### config.mk
export PLATFORM = sky130hd
export DESIGN_NAME = intel_hex_record_parser_unit
export DESIGN_NICKNAME = d
export VERILOG_FILES = /design/src/rtl/core/ihex_pkg.sv /design/src/rtl/core/ihex_parse.sv /design/src/rtl/core/ihex_rsp_fifo.sv /design/src/rtl/core/intel_hex_record_parser_unit.sv
export SDC_FILE = /design/constraint.sdc
export NUM_CORES = 1
export LEC_CHECK = 0
export BUFFER_PORTS_ARGS = -buffer_cell sky130_fd_sc_hd__buf_2
export CORE_MARGIN = 3
export CORE_UTILIZATION = 45
export DETAILED_ROUTE_END_ITERATION = 6
export GPL_ROUTABILITY_DRIVEN = 0
export PLACE_DENSITY = 0.72
export RECOVER_POWER = 100
export SKIP_LAST_GASP = 1
export SYNTH_ARGS = -nofsm -noshare
export SYNTH_HDL_FRONTEND = slang
export SYNTH_HIERARCHICAL = 1
export SYNTH_SLANG_ARGS = --single-unit
### constraint.sdc
create_clock -name clock -period 18.74 [get_ports clock]
set_input_delay 1.874 -clock clock [delete_from_list [all_inputs] [get_ports clock]]
set_output_delay 1.874 -clock clock [all_outputs]
set_load 0.005 [all_outputs]
### src/rtl/core/ihex_pkg.sv
`default_nettype none

package ihex_pkg;

   // Parse position within one record line. Odd codes from PH_CNT_HI to PH_SUM_HI
   // wait for the first digit of a byte pair, the even codes after them complete a byte.
   typedef enum logic [3:0] {
      PH_COLON   = 4'd0,
      PH_CNT_HI  = 4'd1,
      PH_CNT_LO  = 4'd2,
      PH_ADH_HI  = 4'd3,
      PH_ADH_LO  = 4'd4,
      PH_ADL_HI  = 4'd5,
      PH_ADL_LO  = 4'd6,
      PH_TYP_HI  = 4'd7,
      PH_TYP_LO  = 4'd8,
      PH_DAT_HI  = 4'd9,
      PH_DAT_LO  = 4'd10,
      PH_SUM_HI  = 4'd11,
      PH_SUM_LO  = 4'd12,
      PH_TAIL    = 4'd13,
      PH_HALT    = 4'd14
   } phase_type;

   // Result kinds.
   typedef enum logic [1:0] {
      KIND_DATA   = 2'd0,
      KIND_RECORD = 2'd1,
      KIND_EOF    = 2'd2,
      KIND_ERROR  = 2'd3
   } kind_type;

   // Error codes reported with an error result.
   typedef enum logic [3:0] {
      ERR_NO_COLON = 4'd0,
      ERR_DIGIT    = 4'd1,
      ERR_SHORT    = 4'd2,
      ERR_CHECKSUM = 4'd3,
      ERR_EXTRA    = 4'd4,
      ERR_UNKNOWN  = 4'd5,
      ERR_UNIMPL   = 4'd6,
      ERR_COUNT    = 4'd7,
      ERR_EOF      = 4'd8
   } err_type;

   // Record types.
   localparam logic [7:0] REC_DATA  = 8'h00;
   localparam logic [7:0] REC_EOF   = 8'h01;
   localparam logic [7:0] REC_SEG   = 8'h02;
   localparam logic [7:0] REC_SSA   = 8'h03;
   localparam logic [7:0] REC_UPPER = 8'h04;
   localparam logic [7:0] REC_START = 8'h05;

   // Characters.
   localparam logic [7:0] CH_NEWLINE = 8'h0A;
   localparam logic [7:0] CH_COLON   = 8'h3A;
   localparam logic [7:0] CH_ZERO    = 8'h30;
   localparam logic [7:0] CH_NINE    = 8'h39;
   localparam logic [7:0] CH_UPPER_A = 8'h41;
   localparam logic [7:0] CH_UPPER_F = 8'h46;
   localparam logic [7:0] CH_LOWER_A = 8'h61;
   localparam logic [7:0] CH_LOWER_F = 8'h66;

   // Depth of the result queue and the width of its fill level.
   localparam int RSP_DEPTH = 3;
   localparam int LEVEL_W   = 2;

   // Fixed-width part of one result word.
   typedef struct packed {
      kind_type    kind;
      err_type     error_code;
      logic [31:0] address;
      logic [7:0]  data_byte;
      logic [7:0]  record_type;
      logic [7:0]  due_checksum;
   } rsp_fix_type;

   // Returns {not_hex, nibble} for one ASCII character.
   function automatic logic [4:0] hex_digit(input logic [7:0] c);
      logic [4:0] r;
      r = 5'h10;
      if (c >= CH_LOWER_A && c <= CH_LOWER_F) begin
         r = {1'b0, 4'(c - CH_LOWER_A) + 4'd10};
      end else if (c >= CH_UPPER_A && c <= CH_UPPER_F) begin
         r = {1'b0, 4'(c - CH_UPPER_A) + 4'd10};
      end else if (c >= CH_ZERO && c <= CH_NINE) begin
         r = {1'b0, 4'(c - CH_ZERO)};
      end
      return r;
   endfunction

endpackage

`default_nettype wire

### src/rtl/core/ihex_parse.sv
`default_nettype none

module ihex_parse
   import ihex_pkg::*;
#(
   parameter int LINE_NUMBER_WIDTH = 24
) (
   input  wire logic                         clock,
   input  wire logic                         reset,
   input  wire logic                         in_valid,
   input  wire logic                         in_eos,
   input  wire logic [7:0]                   in_char,
   output logic                              res_valid,
   output rsp_fix_type                       res_fix,
   output logic [LINE_NUMBER_WIDTH-1:0]      res_line
);

   phase_type                    phase_ff, phase_in;
   logic [3:0]                   nib_ff, nib_in;
   logic                         nib_bad_ff, nib_bad_in;
   logic [7:0]                   count_ff, count_in;
   logic [15:0]                  rec_addr_ff, rec_addr_in;
   logic [7:0]                   type_ff, type_in;
   logic [7:0]                   index_ff, index_in;
   logic [7:0]                   sum_ff, sum_in;
   logic [15:0]                  first_two_ff, first_two_in;
   logic [15:0]                  upper_ff, upper_in;
   logic [LINE_NUMBER_WIDTH-1:0] line_ff, line_in;

   logic [4:0]  digit;
   logic [7:0]  byte_val;
   logic [7:0]  index_next;
   logic [7:0]  expect_sum;
   logic [31:0] base_addr;
   logic        fail_hit;
   err_type     fail_err;

   assign digit      = hex_digit(in_char);
   assign byte_val   = {nib_ff, digit[3:0]};
   assign index_next = index_ff + 8'd1;
   assign expect_sum = 8'd0 - sum_ff;
   assign base_addr  = {upper_ff, rec_addr_ff};
   assign res_line   = line_ff;

   // Parser state register.
   always_ff @(posedge clock) begin
      if (reset) begin
         phase_ff     <= PH_COLON;
         nib_ff       <= '0;
         nib_bad_ff   <= 1'b0;
         count_ff     <= '0;
         rec_addr_ff  <= '0;
         type_ff      <= '0;
         index_ff     <= '0;
         sum_ff       <= '0;
         first_two_ff <= '0;
         upper_ff     <= '0;
         line_ff      <= LINE_NUMBER_WIDTH'(1);
      end else begin
         phase_ff     <= phase_in;
         nib_ff       <= nib_in;
         nib_bad_ff   <= nib_bad_in;
         count_ff     <= count_in;
         rec_addr_ff  <= rec_addr_in;
         type_ff      <= type_in;
         index_ff     <= index_in;
         sum_ff       <= sum_in;
         first_two_ff <= first_two_in;
         upper_ff     <= upper_in;
         line_ff      <= line_in;
      end
   end

   // Next state and result for the character in the input register.
   always_comb begin
      phase_in     = phase_ff;
      nib_in       = nib_ff;
      nib_bad_in   = nib_bad_ff;
      count_in     = count_ff;
      rec_addr_in  = rec_addr_ff;
      type_in      = type_ff;
      index_in     = index_ff;
      sum_in       = sum_ff;
      first_two_in = first_two_ff;
      upper_in     = upper_ff;
      line_in      = line_ff;

      fail_hit  = 1'b0;
      fail_err  = ERR_NO_COLON;
      res_valid = 1'b0;
      res_fix.kind         = KIND_DATA;
      res_fix.error_code   = ERR_NO_COLON;
      res_fix.address      = '0;
      res_fix.data_byte    = '0;
      res_fix.record_type  = type_ff;
      res_fix.due_checksum = '0;

      if (in_valid && phase_ff != PH_HALT) begin
         if (in_eos || in_char == CH_NEWLINE) begin
            // End of line: either an error or the record is finished.
            if (phase_ff == PH_COLON) begin
               fail_hit = 1'b1;
               fail_err = in_eos ? ERR_EOF : ERR_NO_COLON;
            end else if (phase_ff != PH_TAIL) begin
               fail_hit = 1'b1;
               fail_err = ERR_SHORT;
            end else begin
               case (type_ff)
                  REC_DATA, REC_SSA: begin
                  end
                  REC_UPPER: begin
                     if (count_ff != 8'd2) begin
                        fail_hit = 1'b1;
                        fail_err = ERR_COUNT;
                     end else begin
                        upper_in = first_two_ff;
                     end
                  end
                  REC_EOF: begin
                  end
                  REC_SEG, REC_START: begin
                     fail_hit = 1'b1;
                     fail_err = ERR_UNIMPL;
                  end
                  default: begin
                     fail_hit = 1'b1;
                     fail_err = ERR_UNKNOWN;
                  end
               endcase
               if (!fail_hit) begin
                  res_valid       = 1'b1;
                  res_fix.address = base_addr;
                  if (type_ff == REC_EOF) begin
                     res_fix.kind = KIND_EOF;
                     phase_in     = PH_HALT;
                  end else begin
                     res_fix.kind = KIND_RECORD;
                     phase_in     = PH_COLON;
                     if (~&line_ff) begin
                        line_in = line_ff + 1'b1;
                     end
                  end
               end
            end
         end else if (phase_ff == PH_COLON) begin
            // Start of a record clears its fields.
            if (in_char != CH_COLON) begin
               fail_hit = 1'b1;
               fail_err = ERR_NO_COLON;
            end else begin
               nib_in       = '0;
               nib_bad_in   = 1'b0;
               count_in     = '0;
               rec_addr_in  = '0;
               type_in      = '0;
               index_in     = '0;
               sum_in       = '0;
               first_two_in = '0;
               phase_in     = PH_CNT_HI;
            end
         end else if (phase_ff == PH_TAIL) begin
            fail_hit = 1'b1;
            fail_err = ERR_EXTRA;
         end else if (phase_ff[0]) begin
            // First digit of a pair is held until the second arrives.
            nib_in     = digit[3:0];
            nib_bad_in = digit[4];
            phase_in   = phase_type'(4'(phase_ff) + 4'd1);
         end else if (nib_bad_ff || digit[4]) begin
            fail_hit = 1'b1;
            fail_err = ERR_DIGIT;
         end else begin
            // A complete byte goes to its field and, unless it is the checksum, into the sum.
            sum_in = sum_ff + byte_val;
            case (phase_ff)
               PH_CNT_LO: begin
                  count_in = byte_val;
                  phase_in = PH_ADH_HI;
               end
               PH_ADH_LO: begin
                  rec_addr_in = {byte_val, 8'h00};
                  phase_in    = PH_ADL_HI;
               end
               PH_ADL_LO: begin
                  rec_addr_in = {rec_addr_ff[15:8], byte_val};
                  phase_in    = PH_TYP_HI;
               end
               PH_TYP_LO: begin
                  type_in  = byte_val;
                  phase_in = (count_ff != 8'd0) ? PH_DAT_HI : PH_SUM_HI;
               end
               PH_DAT_LO: begin
                  if (index_ff == 8'd0) begin
                     first_two_in = {byte_val, 8'h00};
                  end else if (index_ff == 8'd1) begin
                     first_two_in = {first_two_ff[15:8], byte_val};
                  end
                  if (type_ff == REC_DATA) begin
                     res_valid         = 1'b1;
                     res_fix.kind      = KIND_DATA;
                     res_fix.address   = base_addr + {24'd0, index_ff};
                     res_fix.data_byte = byte_val;
                  end
                  index_in = index_next;
                  phase_in = (index_next < count_ff) ? PH_DAT_HI : PH_SUM_HI;
               end
               default: begin
                  // Checksum byte.
                  sum_in = sum_ff;
                  if (byte_val != expect_sum) begin
                     fail_hit             = 1'b1;
                     fail_err             = ERR_CHECKSUM;
                     res_fix.due_checksum = expect_sum;
                  end else begin
                     phase_in = PH_TAIL;
                  end
               end
            endcase
         end

         // Any error halts the parser until reset.
         if (fail_hit) begin
            phase_in           = PH_HALT;
            res_valid          = 1'b1;
            res_fix.kind       = KIND_ERROR;
            res_fix.error_code = fail_err;
            res_fix.address    = '0;
            res_fix.data_byte  = '0;
         end
      end
   end

`ifndef NO_ASSERTIONS
   // Once halted, the parser stays halted.
   a_halt_sticky: assert property (@(posedge clock) disable iff (reset)
      phase_ff == PH_HALT |=> phase_ff == PH_HALT)
      else $error("parser left the halted phase");

   // Data bytes are only emitted for data records.
   a_data_type: assert property (@(posedge clock) disable iff (reset)
      res_valid && res_fix.kind == KIND_DATA |-> type_ff == REC_DATA)
      else $error("data word from a non-data record");

   // The line number never drops to zero.
   a_line_nonzero: assert property (@(posedge clock) disable iff (reset)
      line_ff != '0)
      else $error("line number is zero");
`endif

endmodule

`default_nettype wire

### src/rtl/core/ihex_rsp_fifo.sv
`default_nettype none

module ihex_rsp_fifo
   import ihex_pkg::*;
#(
   parameter int DATA_WIDTH = 96
) (
   input  wire logic                  clock,
   input  wire logic                  reset,
   input  wire logic                  push,
   input  wire logic [DATA_WIDTH-1:0] push_data,
   output logic                       out_valid,
   input  wire logic                  out_stall,
   output logic [DATA_WIDTH-1:0]      out_data,
   output logic [LEVEL_W-1:0]         level
);

   logic [DATA_WIDTH-1:0] mem_ff [RSP_DEPTH];
   logic [LEVEL_W-1:0]    wr_ptr_ff, wr_ptr_in;
   logic [LEVEL_W-1:0]    rd_ptr_ff, rd_ptr_in;
   logic [LEVEL_W-1:0]    level_ff, level_in;
   logic                  pop;

   assign out_valid = level_ff != '0;
   assign out_data  = mem_ff[rd_ptr_ff];
   assign pop       = out_valid && !out_stall;
   assign level     = level_ff;

   // Pointer and fill level update.
   always_comb begin
      wr_ptr_in = wr_ptr_ff;
      rd_ptr_in = rd_ptr_ff;
      level_in  = level_ff;
      if (push) begin
         wr_ptr_in = (wr_ptr_ff == LEVEL_W'(RSP_DEPTH - 1)) ? '0 : wr_ptr_ff + 1'b1;
      end
      if (pop) begin
         rd_ptr_in = (rd_ptr_ff == LEVEL_W'(RSP_DEPTH - 1)) ? '0 : rd_ptr_ff + 1'b1;
      end
      if (push && !pop) begin
         level_in = level_ff + 1'b1;
      end else if (pop && !push) begin
         level_in = level_ff - 1'b1;
      end
   end

   always_ff @(posedge clock) begin
      if (reset) begin
         wr_ptr_ff <= '0;
         rd_ptr_ff <= '0;
         level_ff  <= '0;
      end else begin
         wr_ptr_ff <= wr_ptr_in;
         rd_ptr_ff <= rd_ptr_in;
         level_ff  <= level_in;
      end
   end

   // Result word storage.
   always_ff @(posedge clock) begin
      if (push) begin
         mem_ff[wr_ptr_ff] <= push_data;
      end
   end

`ifndef NO_ASSERTIONS
   // The upstream credit check must keep a slot free for every push.
   a_no_overflow: assert property (@(posedge clock) disable iff (reset)
      push |-> level_ff != LEVEL_W'(RSP_DEPTH) || pop)
      else $error("result queue overflow");

   // The fill level stays within the queue depth.
   a_level_range: assert property (@(posedge clock) disable iff (reset)
      level_ff <= LEVEL_W'(RSP_DEPTH))
      else $error("result queue level out of range");
`endif

endmodule

`default_nettype wire

### src/rtl/core/intel_hex_record_parser_unit.sv
`default_nettype none

// Intel HEX record parser. Each input word carries one ASCII character of a
// HEX file (or an end-of-stream mark); each result word is a data byte with
// its 32-bit address, a record-accepted or end-of-file notice, or an error.
// A character is held in the input register while the parser logic writes its
// result, if any, into a three-word result queue whose head drives the result
// ports, so a result leaves through the input register and the queue after
// its character was accepted. A new character is accepted every cycle as long
// as the consumer keeps taking results; req_stall rises when the queue is
// full, or holds two words while a character is in flight. After an error or
// an end-of-file record the parser ignores all input until reset.
module intel_hex_record_parser_unit
   import ihex_pkg::*;
#(
   parameter int LINE_NUMBER_WIDTH = 24
) (
   input  wire logic                         clock,
   input  wire logic                         reset,
   input  wire logic                         req_valid,
   output logic                              req_stall,
   input  wire logic                         req_end_of_stream,
   input  wire logic [7:0]                   req_character,
   output logic                              rsp_valid,
   input  wire logic                         rsp_stall,
   output logic [1:0]                        rsp_kind,
   output logic [3:0]                        rsp_error_code,
   output logic [31:0]                       rsp_address,
   output logic [7:0]                        rsp_data_byte,
   output logic [LINE_NUMBER_WIDTH-1:0]      rsp_line_number,
   output logic [7:0]                        rsp_record_type,
   output logic [7:0]                        rsp_due_checksum
);

   localparam int FIX_W = $bits(rsp_fix_type);
   localparam int RSP_W = FIX_W + LINE_NUMBER_WIDTH;

   logic                         in_valid_ff;
   logic                         in_eos_ff;
   logic [7:0]                   in_char_ff;
   logic                         req_accept;
   logic                         res_valid;
   rsp_fix_type                  res_fix;
   logic [LINE_NUMBER_WIDTH-1:0] res_line;
   logic [RSP_W-1:0]             out_word;
   rsp_fix_type                  out_fix;
   logic [LEVEL_W-1:0]           level;

   // Accept while the queue has room for this word and the one in flight.
   assign req_stall  = (level == LEVEL_W'(RSP_DEPTH)) ||
                       (level == LEVEL_W'(RSP_DEPTH - 1) && in_valid_ff);
   assign req_accept = req_valid && !req_stall;

   // Input register.
   always_ff @(posedge clock) begin
      if (reset) begin
         in_valid_ff <= 1'b0;
      end else begin
         in_valid_ff <= req_accept;
      end
   end

   always_ff @(posedge clock) begin
      if (req_accept) begin
         in_eos_ff  <= req_end_of_stream;
         in_char_ff <= req_character;
      end
   end

   ihex_parse #(
      .LINE_NUMBER_WIDTH(LINE_NUMBER_WIDTH)
   ) u_parse (
      .clock     (clock),
      .reset     (reset),
      .in_valid  (in_valid_ff),
      .in_eos    (in_eos_ff),
      .in_char   (in_char_ff),
      .res_valid (res_valid),
      .res_fix   (res_fix),
      .res_line  (res_line)
   );

   ihex_rsp_fifo #(
      .DATA_WIDTH(RSP_W)
   ) u_rsp_fifo (
      .clock     (clock),
      .reset     (reset),
      .push      (res_valid),
      .push_data ({res_line, res_fix}),
      .out_valid (rsp_valid),
      .out_stall (rsp_stall),
      .out_data  (out_word),
      .level     (level)
   );

   // Unpack the result word onto the output ports.
   assign out_fix          = rsp_fix_type'(out_word[FIX_W-1:0]);
   assign rsp_line_number  = out_word[RSP_W-1:FIX_W];
   assign rsp_kind         = out_fix.kind;
   assign rsp_error_code   = out_fix.error_code;
   assign rsp_address      = out_fix.address;
   assign rsp_data_byte    = out_fix.data_byte;
   assign rsp_record_type  = out_fix.record_type;
   assign rsp_due_checksum = out_fix.due_checksum;

endmodule

`default_nettype wire

==> flow_summary.json, run 1 <==
{
  "critical_path_arrival_ns": 9.12,
  "hold_viol": 0,
  "total_power_mw": 2.04,
  "power_density_nw_per_um2": 104,
  "final_util_pct": 51.5,
  "fp-row-count": 71,
  "drc": 0,
  "final_antenna_net_count": 0,
  "avgSynthCellArea_um2": 11.1,
  "nets": 1694,
  "async_flop_share_pct": 0,
  "grt_pass1_wl_um": 61400,
  "h-tree-depth": 2,
  "synthFlopType": "edfxtp_1",
  "dp_hpwl_um": 25600,
  "netlist_instances": 1582,
  "ys_seq_area_share_pct": 59.4,
  "grt_max_degree": 98,
  "finalSetupTns_ns": 0,
  "routedWlPerCell_um": 17.8,
  "cts-hold-fix-buffers": 0,
  "finalNonFillerCells": 2188,
  "die_x_um": 204,
  "finClkSkew_ns": 0.0208,
  "post-place-cells": 2116,
  "start_util_pct": 46.2,
  "yosys-top-cells-area": "edfxtp_1, dfxtp_1, mux2i_1, nor2_1, nand2_1",
  "critPathRequiredTime_ns": 18.79,
  "ys_warn_count": 6,
  "dieArea_um2": 41500,
  "critPathKind": "flop to flop",
  "tritoncts": "yes",
  "synth_top_cell_by_area": "edfxtp_1",
  "reg2reg_slack_ns": 9.67,
  "vdd_drop_max_v": 0.0000581,
  "antenna_found_initial": 0,
  "drtIter0Drc": 1142,
  "die_h_um": 204,
  "setup_violations": 0,
  "ios": 101,
  "drive_gt1_share_pct": 10.7,
  "fmaxAchievable_ghz": 0.110,
  "via_per_inst": 5.61,
  "cap_viol_max_count": 10,
  "p_sw_share_pct": 24.4,
  "leakage_nw": 6.60,
  "clkPwrFrac_pct": 38.5,
  "portBuffers": 100,
  "clock_latency_ns": 0.53,
  "status": "complete, but fails checks",
  "rsz0062_at_grt": "no",
  "root_buffer": "clkbuf_16",
  "violations": "max-capacitance violations, max-slew violations",
  "cp_max_fo": 59,
  "cp-end-kind": "flop",
  "worstSetupStartpointType": "flop",
  "multi_input_area_um2": 6540,
  "yosysUniqueCellTypes": 80,
  "vias": 12300,
  "syn_area_um2": 17600,
  "worstMarginPinSlew_ns": 4.33,
  "dr.pass1.iters": 6,
  "synth_fp_nets": 1629,
  "comb_power_share_pct": 13.4,
  "cts.clk_slew.worst_paths_ns": 0.06,
  "grt_pass1_vias": 11600,
  "maxSlewViolCount": 437,
  "diodes": 0,
  "post-cts-setup-buffer-count": 0,
  "syn_to_final_growth_pct": 11.5,
  "p_sw_mw": 0.497,
  "cts_buffer_depth": 3,
  "final-seq-area_um2": 10500,
  "globalRouteOverflowTotal": 0,
  "totalWireLength_um": 39000,
  "synth_commonest_cells": "edfxtp_1, nor2_1, nand2_1",
  "yosysTopAreaCellShare_pct": 45.5,
  "synthMostInstantiatedCell": "edfxtp_1",
  "fin_crit_ns": 9.07,
  "period_share_pct": 48.4,
  "synth-edff-count": 267,
  "ctsResizeCount": 0,
  "numClockSinks": 389,
  "internal-power_mw": 1.54,
  "cts_buffers": 40,
  "track_usage_pct": 18.3,
  "fillerInstances": 3241,
  "core_um2": 38100,
  "seqPwrFrac_pct": 48.2,
  "synth-seq-cells": 389,
  "hold_class": "flop to flop",
  "maxSlewHeadroom_pct": -188
}
==> placed cells by master, fill, tap and decap left out, drive strengths merged, types with 20 or more instances in the layout <==
cell type,count
a21oi,100
buf,96
clkbuf,79
dfxtp,122
edfxtp,267
ha,32
inv,33
mux2i,112
nand2,152
nand3,25
nor2,195
nor3,55
o21ai,124
xnor2,20
xor2,35
==> power groups by stage <==
stage          clock [mW]  combinational, mW  sequential, mW
5_1_grt             0.834              0.298           0.984
3_5_place_dp            0              0.274           0.998
6_report            0.783              0.272           0.981
4_1_cts             0.795              0.274           0.980
3_3_place_gp            0              0.270           0.997
2_1_floorplan           0              0.197           0.977
==> final cells by class <==
type,instances,area share (%)
clock inverters,11,0.720
flip-flops and latches,389,53.3
multi-input cells,1070,33.3
repair buffers,114,2.88
well taps,511,3.26
inverters,32,0.612
clock buffers,61,5.90
==> critical path: stages, from the launching register on <==
cell and delay [ns]:
edfxtp_1 0.48, inv_1 0.16, ha_1 0.19, inv_1 0.04, o31a_2 0.38, nand2_1 0.12, nor2_1 0.07, a21oi_1 0.67
inv_1 0.10, ha_1 0.32, a2111oi_0 0.08, and4_1 0.23, a21oi_1 0.37, nor2_1 0.17, a21oi_1 0.39, nor3b_1 1.08
clkbuf_1 0.99, clkbuf_1 2.65
==> kinds of logic after synthesis <==
kind of cell	Yosys count	synth area share, %
mux	114	6.50
xor+xnor	55	2.78
buf+inv	123	3.21
flops	389	59.4
fa+ha+maj	34	2.50
simple gates	557	15.1
compound gates	310	10.5
==> worst paths after layout <==
path,start,end,depth (start not counted)
min reg2reg,u_parse/first_two_ff[1]$_SDFFE_PP0P_,u_parse/first_two_ff[1]$_SDFFE_PP0P_,2
max reg2reg,in_char_ff[1]$_DFFE_PP_,u_rsp_fifo/mem_ff[0][34]$_DFFE_PP_,17
max,in_char_ff[1]$_DFFE_PP_,u_rsp_fifo/mem_ff[0][34]$_DFFE_PP_,17
min,u_parse/first_two_ff[1]$_SDFFE_PP0P_,u_parse/first_two_ff[1]$_SDFFE_PP0P_,2
==> metrics by stage <==
step	hold WS, ns	worst slack [ns]	instance area [µm²]
after CTS	0.493	12.86	19700
final	0.495	9.67	19600
after floorplan	0.446	8.95	17600
after global routing	0.515	9.15	19600
after detailed placement	0.481	12.89	18400
after global placement	0.457	13.13	18400
==> state kept, by name, indices dropped and copies added, names as in the netlist, named ones only <==
signal and flops:
u_parse/rec_addr_ff 16, u_parse/sum_ff 8, u_rsp_fifo/rd_ptr_ff 2, u_parse/type_ff 8
in_valid_ff 1, u_parse/nib_ff 4, u_rsp_fifo/mem_ff 258, u_rsp_fifo/wr_ptr_ff 2
u_parse/phase_ff 4, in_eos_ff 1, u_parse/upper_ff 16, in_char_ff 8
u_parse/count_ff 8, u_parse/res_line 24, u_rsp_fifo/level 2, u_parse/first_two_ff 16
u_parse/index_ff 8, u_parse/nib_bad_ff 1
==> routing by layer <==
metal	track usage, %	up-vias	routed length (µm)
li1	-	5877	-
met1	24.5	5935	16800
met2	30.6	387	18900
met3	3.03	68	2400
met4	5.97	0	1030
met5	0	-	0
No activity file was read; power rests on OpenSTA's default activity.
==> run 2: changes to the inputs <==
--- a/config.mk
+++ b/config.mk
@@ -10,7 +10,7 @@
 export CORE_UTILIZATION = 45
 export DETAILED_ROUTE_END_ITERATION = 6
 export GPL_ROUTABILITY_DRIVEN = 0
-export PLACE_DENSITY = 0.72
+export PLACE_DENSITY = 0.74
 export RECOVER_POWER = 100
 export SKIP_LAST_GASP = 1
 export SYNTH_ARGS = -nofsm -noshare
==> constraint.sdc (replaced) <==
create_clock -name clock -period 7.47 [get_ports clock]
set_input_delay 0.747 -clock clock [delete_from_list [all_inputs] [get_ports clock]]
set_output_delay 0.747 -clock clock [all_outputs]
set_load 0.005 [all_outputs]
==> run 2 against run 1 <==
Net effect: sequential cell count did not move; largest power group unchanged; non-clock buffer count rose by 1; critical path depth did not move; combinational power rose by 140%; global-route usage rose by 0.45 points; total power rose to 2.5 times the previous value; via count rose by 0.51%; critical path type unchanged; sequential share of layout area barely moved; the flow still finishes with violations (max-capacitance violations, max-slew violations); worst setup slack got worse by 8.4 ns; routed wire length rose by 1.5%; clock power rose to 2.5 times the previous value.
==> flow_summary.json, run 2 (synthesized netlist as in run 1, its figures left out) <==
{
  "cts_buffers": 39,
  "diodes": 0,
  "critPathRequiredTime_ns": 7.61,
  "syn_to_final_growth_pct": 11.5,
  "via_per_inst": 5.63,
  "portBuffers": 100,
  "max_stage_delay_ns": 1.10,
  "core_um2": 38100,
  "crit_chain": "inv_1 > ha_1 > inv_1 > o31a_2 > nand2_1 > nor2_1 > a21oi_1 > inv_1 > ha_1 > a2111oi_0 > and4_1 > a21oi_1 > nor2_1 > a21oi_1 > nand2_1 > nor2_1 > clkbuf_4",
  "status": "complete, but fails checks",
  "ctsResizeCount": 0,
  "dr.pass1.iters": 5,
  "power_density_nw_per_um2": 260,
  "critical_path_arrival_ns": 6.33,
  "cp_slowest_cell": "clkbuf_4",
  "critPathTopFamily": "compound AO/OA/AOI/OAI gates",
  "dieArea_um2": 41500,
  "drive_gt1_share_pct": 9.95,
  "internal-power_mw": 3.83,
  "drc": 0,
  "finalNonFillerCells": 2189,
  "fmaxAchievable_ghz": 0.162,
  "p_sw_share_pct": 25.0,
  "ios": 101,
  "vias": 12300,
  "vdd_drop_max_v": 0.000139,
  "grt_pass1_wl_um": 62900,
  "seqPwrFrac_pct": 48.2,
  "antenna_found_initial": 1,
  "totalWireLength_um": 39600,
  "hold_depth": 1,
  "fin_crit_ns": 6.19,
  "hold_class": "input port to flop",
  "finalSetupTns_ns": 0,
  "crit_buf_inv": 4,
  "cap_viol_max_count": 3,
  "cts.clk_slew.worst_paths_ns": 0.06,
  "nets": 1694,
  "globalRouteOverflowTotal": 0,
  "post-cts-setup-buffer-count": 0,
  "leakage_nw": 6.64,
  "finClkSkew_ns": 0.0133,
  "die_h_um": 204,
  "die_x_um": 204,
  "cp.depth": 17,
  "p_sw_mw": 1.27,
  "numClockSinks": 389,
  "maxSlewViolCount": 123,
  "period_share_pct": 82.9,
  "r2r_cells": 17,
  "setup_violations": 0,
  "start_util_pct": 46.2,
  "largest_register_ffs": 258,
  "drtIter0Drc": 1006,
  "root_buffer": "clkbuf_16",
  "hold_viol": 0,
  "post-place-cells": 2117,
  "maxSlewHeadroom_pct": -62.9,
  "tritoncts": "yes",
  "violations": "max-capacitance violations, max-slew violations",
  "clkPwrFrac_pct": 38.8,
  "track_usage_pct": 18.8,
  "grt_pass1_vias": 11800,
  "cp-end-kind": "flop",
  "comb_power_share_pct": 13.0,
  "cp_max_fo": 77,
  "final_util_pct": 51.5,
  "fp-row-count": 71,
  "layout_commonest_cell": "edfxtp_1",
  "final_cell_mix": "edfxtp_1, nor2_1, nand2_1",
  "rsz0062_at_grt": "no",
  "worstSetupStartpointType": "flop",
  "top_register": "u_rsp_fifo/mem_ff",
  "grt_max_degree": 99,
  "clock_latency_ns": 0.54,
  "h-tree-depth": 2,
  "dp_hpwl_um": 25700,
  "final_antenna_net_count": 0,
  "critPathKind": "flop to flop",
  "fillerInstances": 3206,
  "routedWlPerCell_um": 18.1,
  "cts-hold-fix-buffers": 0,
  "cts_buffer_depth": 3,
  "worstMarginPinSlew_ns": 2.44
}
[run 2: cell count changes in the layout (fill, tap and decap cells not counted), sizes merged]
cell,delta
buf,-22
clkbuf,+15
clkinv,+4
clkinvlp,+3
inv,+1
[run 2: area by class of cell]
cell class / instances / area (µm²) / share of cell area (%)
sequential: 389 / 10500 / 53.3
timing repair buffer: 115 / 573 / 2.92
clock buffer: 53 / 1130 / 5.76
clock inverter: 19 / 198 / 1.01
tap: 511 / 639 / 3.26
multi-input combinational: 1070 / 6500 / 33.1
inverter: 32 / 120 / 0.612
[run 2: worst reg2reg max path: cells and delay by family (launching register included)]
kind                       cells  cell delay (ns)
and+or+nand+nor                6             1.33
adders and majority gates      2             0.51
DFF                            1             0.48
AOI/OAI and AO/OA              5             1.94
buffers and inverters          4             1.43
[run 2: path summary, 6_finish.rpt]
kind / slack (ns) / to / start
setup / recovery: 1.28 / u_rsp_fifo/mem_ff[1][31]$_DFFE_PP_ / in_char_ff[1]$_DFFE_PP_
hold reg to reg: 0.49 / u_parse/first_two_ff[9]$_SDFFE_PP0P_ / u_parse/first_two_ff[9]$_SDFFE_PP0P_
setup reg to reg: 1.28 / u_rsp_fifo/mem_ff[1][31]$_DFFE_PP_ / in_char_ff[1]$_DFFE_PP_
hold / removal: 0.40 / in_char_ff[1]$_DFFE_PP_ / req_character[1]
[run 2: through the flow]
step	hold slack (ns)	worst slack [ns]	power, mW	area (µm²)
6_report	0.396	1.28	5.10	19600
4_1_cts	0.381	2.07	5.16	19800
3_5_place_dp	0.477	2.10	3.18	18500
5_1_grt	0.383	0.866	5.30	19600
2_1_floorplan	0.446	0.468	2.93	17600
3_3_place_gp	0.457	2.30	3.17	18500
[run 2: power by group through the flow]
stage	Sequential [mW]	Combinational, mW	Clock (mW)
6_report	2.46	0.663	1.98
4_1_cts	2.46	0.681	2.02
3_3_place_gp	2.50	0.668	0
2_1_floorplan	2.44	0.489	0
3_5_place_dp	2.51	0.675	0
5_1_grt	2.47	0.724	2.10
[run 2: metal layers]
layer,wire (µm),GRT usage [%]
met1,16800,24.8
met2,18900,31.5
met3,2630,3.08
met4,1260,6.64
met5,7,0
==> run 3: changes to the inputs <==
--- a/config.mk
+++ b/config.mk
@@ -5,12 +5,13 @@
 export SDC_FILE = /design/constraint.sdc
 export NUM_CORES = 1
 export LEC_CHECK = 0
+export ABC_AREA = 1
 export BUFFER_PORTS_ARGS = -buffer_cell sky130_fd_sc_hd__buf_2
 export CORE_MARGIN = 3
 export CORE_UTILIZATION = 45
 export DETAILED_ROUTE_END_ITERATION = 6
 export GPL_ROUTABILITY_DRIVEN = 0
-export PLACE_DENSITY = 0.74
+export PLACE_DENSITY = 0.72
 export RECOVER_POWER = 100
 export SKIP_LAST_GASP = 1
 export SYNTH_ARGS = -nofsm -noshare
==> constraint.sdc (replaced) <==
create_clock -name clock -period 6 [get_ports clock]
set_input_delay 0.6 -clock clock [delete_from_list [all_inputs] [get_ports clock]]
set_output_delay 0.6 -clock clock [all_outputs]
set_load 0.005 [all_outputs]
==> run 3 against run 2 <==
Net effect: the run still ends with max-capacitance violations, max-slew violations left; combinational power increased by 52%; critical path type unchanged; largest cell class unchanged; clock skew rose by 0.010 ns; global-route usage increased by 1.7 points; routed wire length up 16%; non-clock buffer count decreased by 4; critical path depth up 5; synthesized cell count grew 21%.
==> flow_summary.json, run 3 <==
{
  "cp_slowest_cell": "clkbuf_4",
  "grt_pass1_wl_um": 71700,
  "rsz0062_at_grt": "no",
  "yosys-top-cells-area": "edfxtp_1, dfxtp_1, a21oi_1, nand2_1, nor2_1",
  "r2r_end": "u_rsp_fifo/mem_ff[1][78]$_DFFE_PP_",
  "hold_start": "req_character[4]",
  "clock_latency_ns": 0.54,
  "cp_max_fo": 74,
  "routedWlPerCell_um": 18.0,
  "synth_commonest_cells": "a21oi_1, nand2_1, edfxtp_1",
  "r2r_start": "in_char_ff[1]$_DFFE_PP_",
  "ys_warn_count": 6,
  "max_stage_delay_ns": 0.94,
  "globalRouteOverflowTotal": 0,
  "maxSlewViolCount": 14,
  "status": "complete, but fails checks",
  "critPathRequiredTime_ns": 6.03,
  "tritoncts": "yes",
  "fmaxAchievable_ghz": 0.195,
  "cp-end-kind": "flop",
  "finClkSkew_ns": 0.0237,
  "r2r_cells": 22,
  "cap_viol_max_count": 1,
  "cts_buffers": 39,
  "grt_max_degree": 87,
  "critical_path_arrival_ns": 5.15,
  "grt_pass1_vias": 13300,
  "start_util_pct": 45.8,
  "syn_area_um2": 18300,
  "worstMarginPinSlew_ns": 1.67,
  "crit_chain": "inv_1 > ha_1 > nand2_1 > nand3_1 > nand2_1 > nor2_1 > a21oi_1 > inv_1 > ha_1 > inv_1 > nand2_1 > nor2_1 > nand3_1 > nor2_1 > nand4_1 > nand3_1 > nand3_1 > o21ai_0 > inv_1 > nand3_1 > clkinvlp_2 > clkbuf_4",
  "synth_top_family_by_area": "simple AND/OR/NAND/NOR gates",
  "h-tree-depth": 2,
  "synthFlopType": "edfxtp_1",
  "synth_fp_nets": 1954,
  "violations": "max-capacitance violations, max-slew violations",
  "die_x_um": 208,
  "critPathKind": "flop to flop",
  "avgSynthCellArea_um2": 9.58,
  "track_usage_pct": 20.5,
  "syn_to_final_growth_pct": 9.78,
  "vias": 14100,
  "whs_endpoint": "in_char_ff[4]$_DFFE_PP_",
  "synth_top_cell_by_area": "edfxtp_1",
  "worstSetupStartpointType": "flop",
  "muxShareOfSynthArea_pct": 0,
  "diodes": 0,
  "numClockSinks": 389,
  "dp_hpwl_um": 30400,
  "portBuffers": 100,
  "nets": 2033,
  "post-place-cells": 2470,
  "die_h_um": 208,
  "hold_depth": 1,
  "synth-compound-area-share_pct": 13.7,
  "leakage_nw": 7.19,
  "yosysTopAreaCellShare_pct": 43.9,
  "fin_crit_ns": 5.12,
  "ios": 101,
  "power_density_nw_per_um2": 318,
  "final_antenna_net_count": 0,
  "synth_fa_ha_area_share_pct": 2.41,
  "cts-hold-fix-buffers": 0,
  "ctsResizeCount": 0,
  "cts_buffer_depth": 3,
  "fin_ws_ns": 0.880,
  "synth_xor_area_share_pct": 1.34,
  "async_flop_share_pct": 0,
  "hold_viol": 0,
  "drtIter0Drc": 1530,
  "final_cell_mix": "a21oi_1, nand2_1, edfxtp_1",
  "antenna_found_initial": 0,
  "vdd_drop_max_v": 0.000208,
  "drc": 0,
  "root_buffer": "clkbuf_16",
  "layout_commonest_cell": "a21oi_1",
  "top_register": "u_rsp_fifo/mem_ff",
  "via_per_inst": 5.54,
  "ys_seq_area_share_pct": 57.2,
  "largest_register_ffs": 258,
  "netlist_instances": 1907,
  "synth_simple_gate_area_share_pct": 18.8,
  "dr.pass1.iters": 6,
  "cp_common_cell": "nand3_1",
  "synthMostInstantiatedCell": "a21oi_1",
  "synth-edff-count": 267,
  "finalSetupTns_ns": 0,
  "core_um2": 39900,
  "critPathTopFamily": "buffers and inverters",
  "synth-seq-cells": 389,
  "finalNonFillerCells": 2540,
  "reg2reg_slack_ns": 0.88,
  "setup_violations": 0,
  "post-cts-setup-buffer-count": 0,
  "maxSlewHeadroom_pct": -12.1,
  "fp-row-count": 73,
  "yosysUniqueCellTypes": 61,
  "crit_buf_inv": 6,
  "dieArea_um2": 43100,
  "preCtsSetupSlack_ns": 1.59,
  "drive_gt1_share_pct": 8.88,
  "totalWireLength_um": 45800,
  "period_share_pct": 85.3,
  "hold_class": "input port to flop",
  "cts.clk_slew.worst_paths_ns": 0.06
}
[run 3: per-stage QoR]
step                      instance area [µm²]  hold slack, ns  util [%]  power (mW)
after detailed placement                19100           0.443      47.8        4.12
after floorplan                         18300           0.431         -        3.73
after CTS                               20300           0.217      51.0        6.48
final                                   20100           0.244      50.3        6.38
after global routing                    20100           0.229      50.3        6.64
after global placement                  19100           0.442      47.8        4.10
[run 3: power by group]
part           internal (mW)  leakage, nW  switching [mW]
Clock                   1.35        0.613            1.01
Combinational          0.310         3.07           0.697
Sequential              2.95         3.50          0.0645
Total                   4.60         7.19            1.77
[run 3: cell type report]
cell class              count  area [µm²]
fillers                  3579       19900
multi-input cells        1249        6430
clock buffers              47        1050
well taps                 525         657
clock inverters            23         200
flip-flops and latches    389       10500
inverters                 196         742
repair buffers            111         520
[run 3: logic make-up after synthesis]
family	after synthesis
xor+xnor	28
flops	389
compound gates	446
fa+ha+maj	34
simple gates	741
buf+inv	269
[run 3: how the worst max path moves through the flow]
stage | from | to | slack [ns] | depth (start not counted)
global route | in_char_ff[1]$_DFFE_PP_ | u_rsp_fifo/mem_ff[1][77]$_DFFE_PP_ | 0.60 | 22
detailed placement | u_parse/phase_ff[0]$_SDFFE_PP0P_ | u_rsp_fifo/mem_ff[1][75]$_DFFE_PP_ | 1.59 | 13
floorplan | in_char_ff[0]$_DFFE_PP_ | u_rsp_fifo/mem_ff[2][0]$_DFFE_PP_ | 1.24 | 21
finish | in_char_ff[1]$_DFFE_PP_ | u_rsp_fifo/mem_ff[1][78]$_DFFE_PP_ | 0.88 | 22
global placement | u_parse/phase_ff[0]$_SDFFE_PP0P_ | u_rsp_fifo/mem_ff[1][68]$_DFFE_PP_ | 1.66 | 13
CTS | u_parse/phase_ff[0]$_SDFFE_PP0P_ | u_rsp_fifo/mem_ff[1][70]$_DFFE_PP_ | 1.54 | 13
[run 3: routing by layer]
| metal | vias to the layer above | track usage, % | wire, µm |
|---|---|---|---|
| met5 | - | 0 | 0 |
| met4 | 0 | 7.61 | 1660 |
| met3 | 117 | 3.46 | 3240 |
| met2 | 567 | 34.9 | 22300 |
| met1 | 6651 | 26.5 | 18600 |
| li1 | 6735 | - | - |
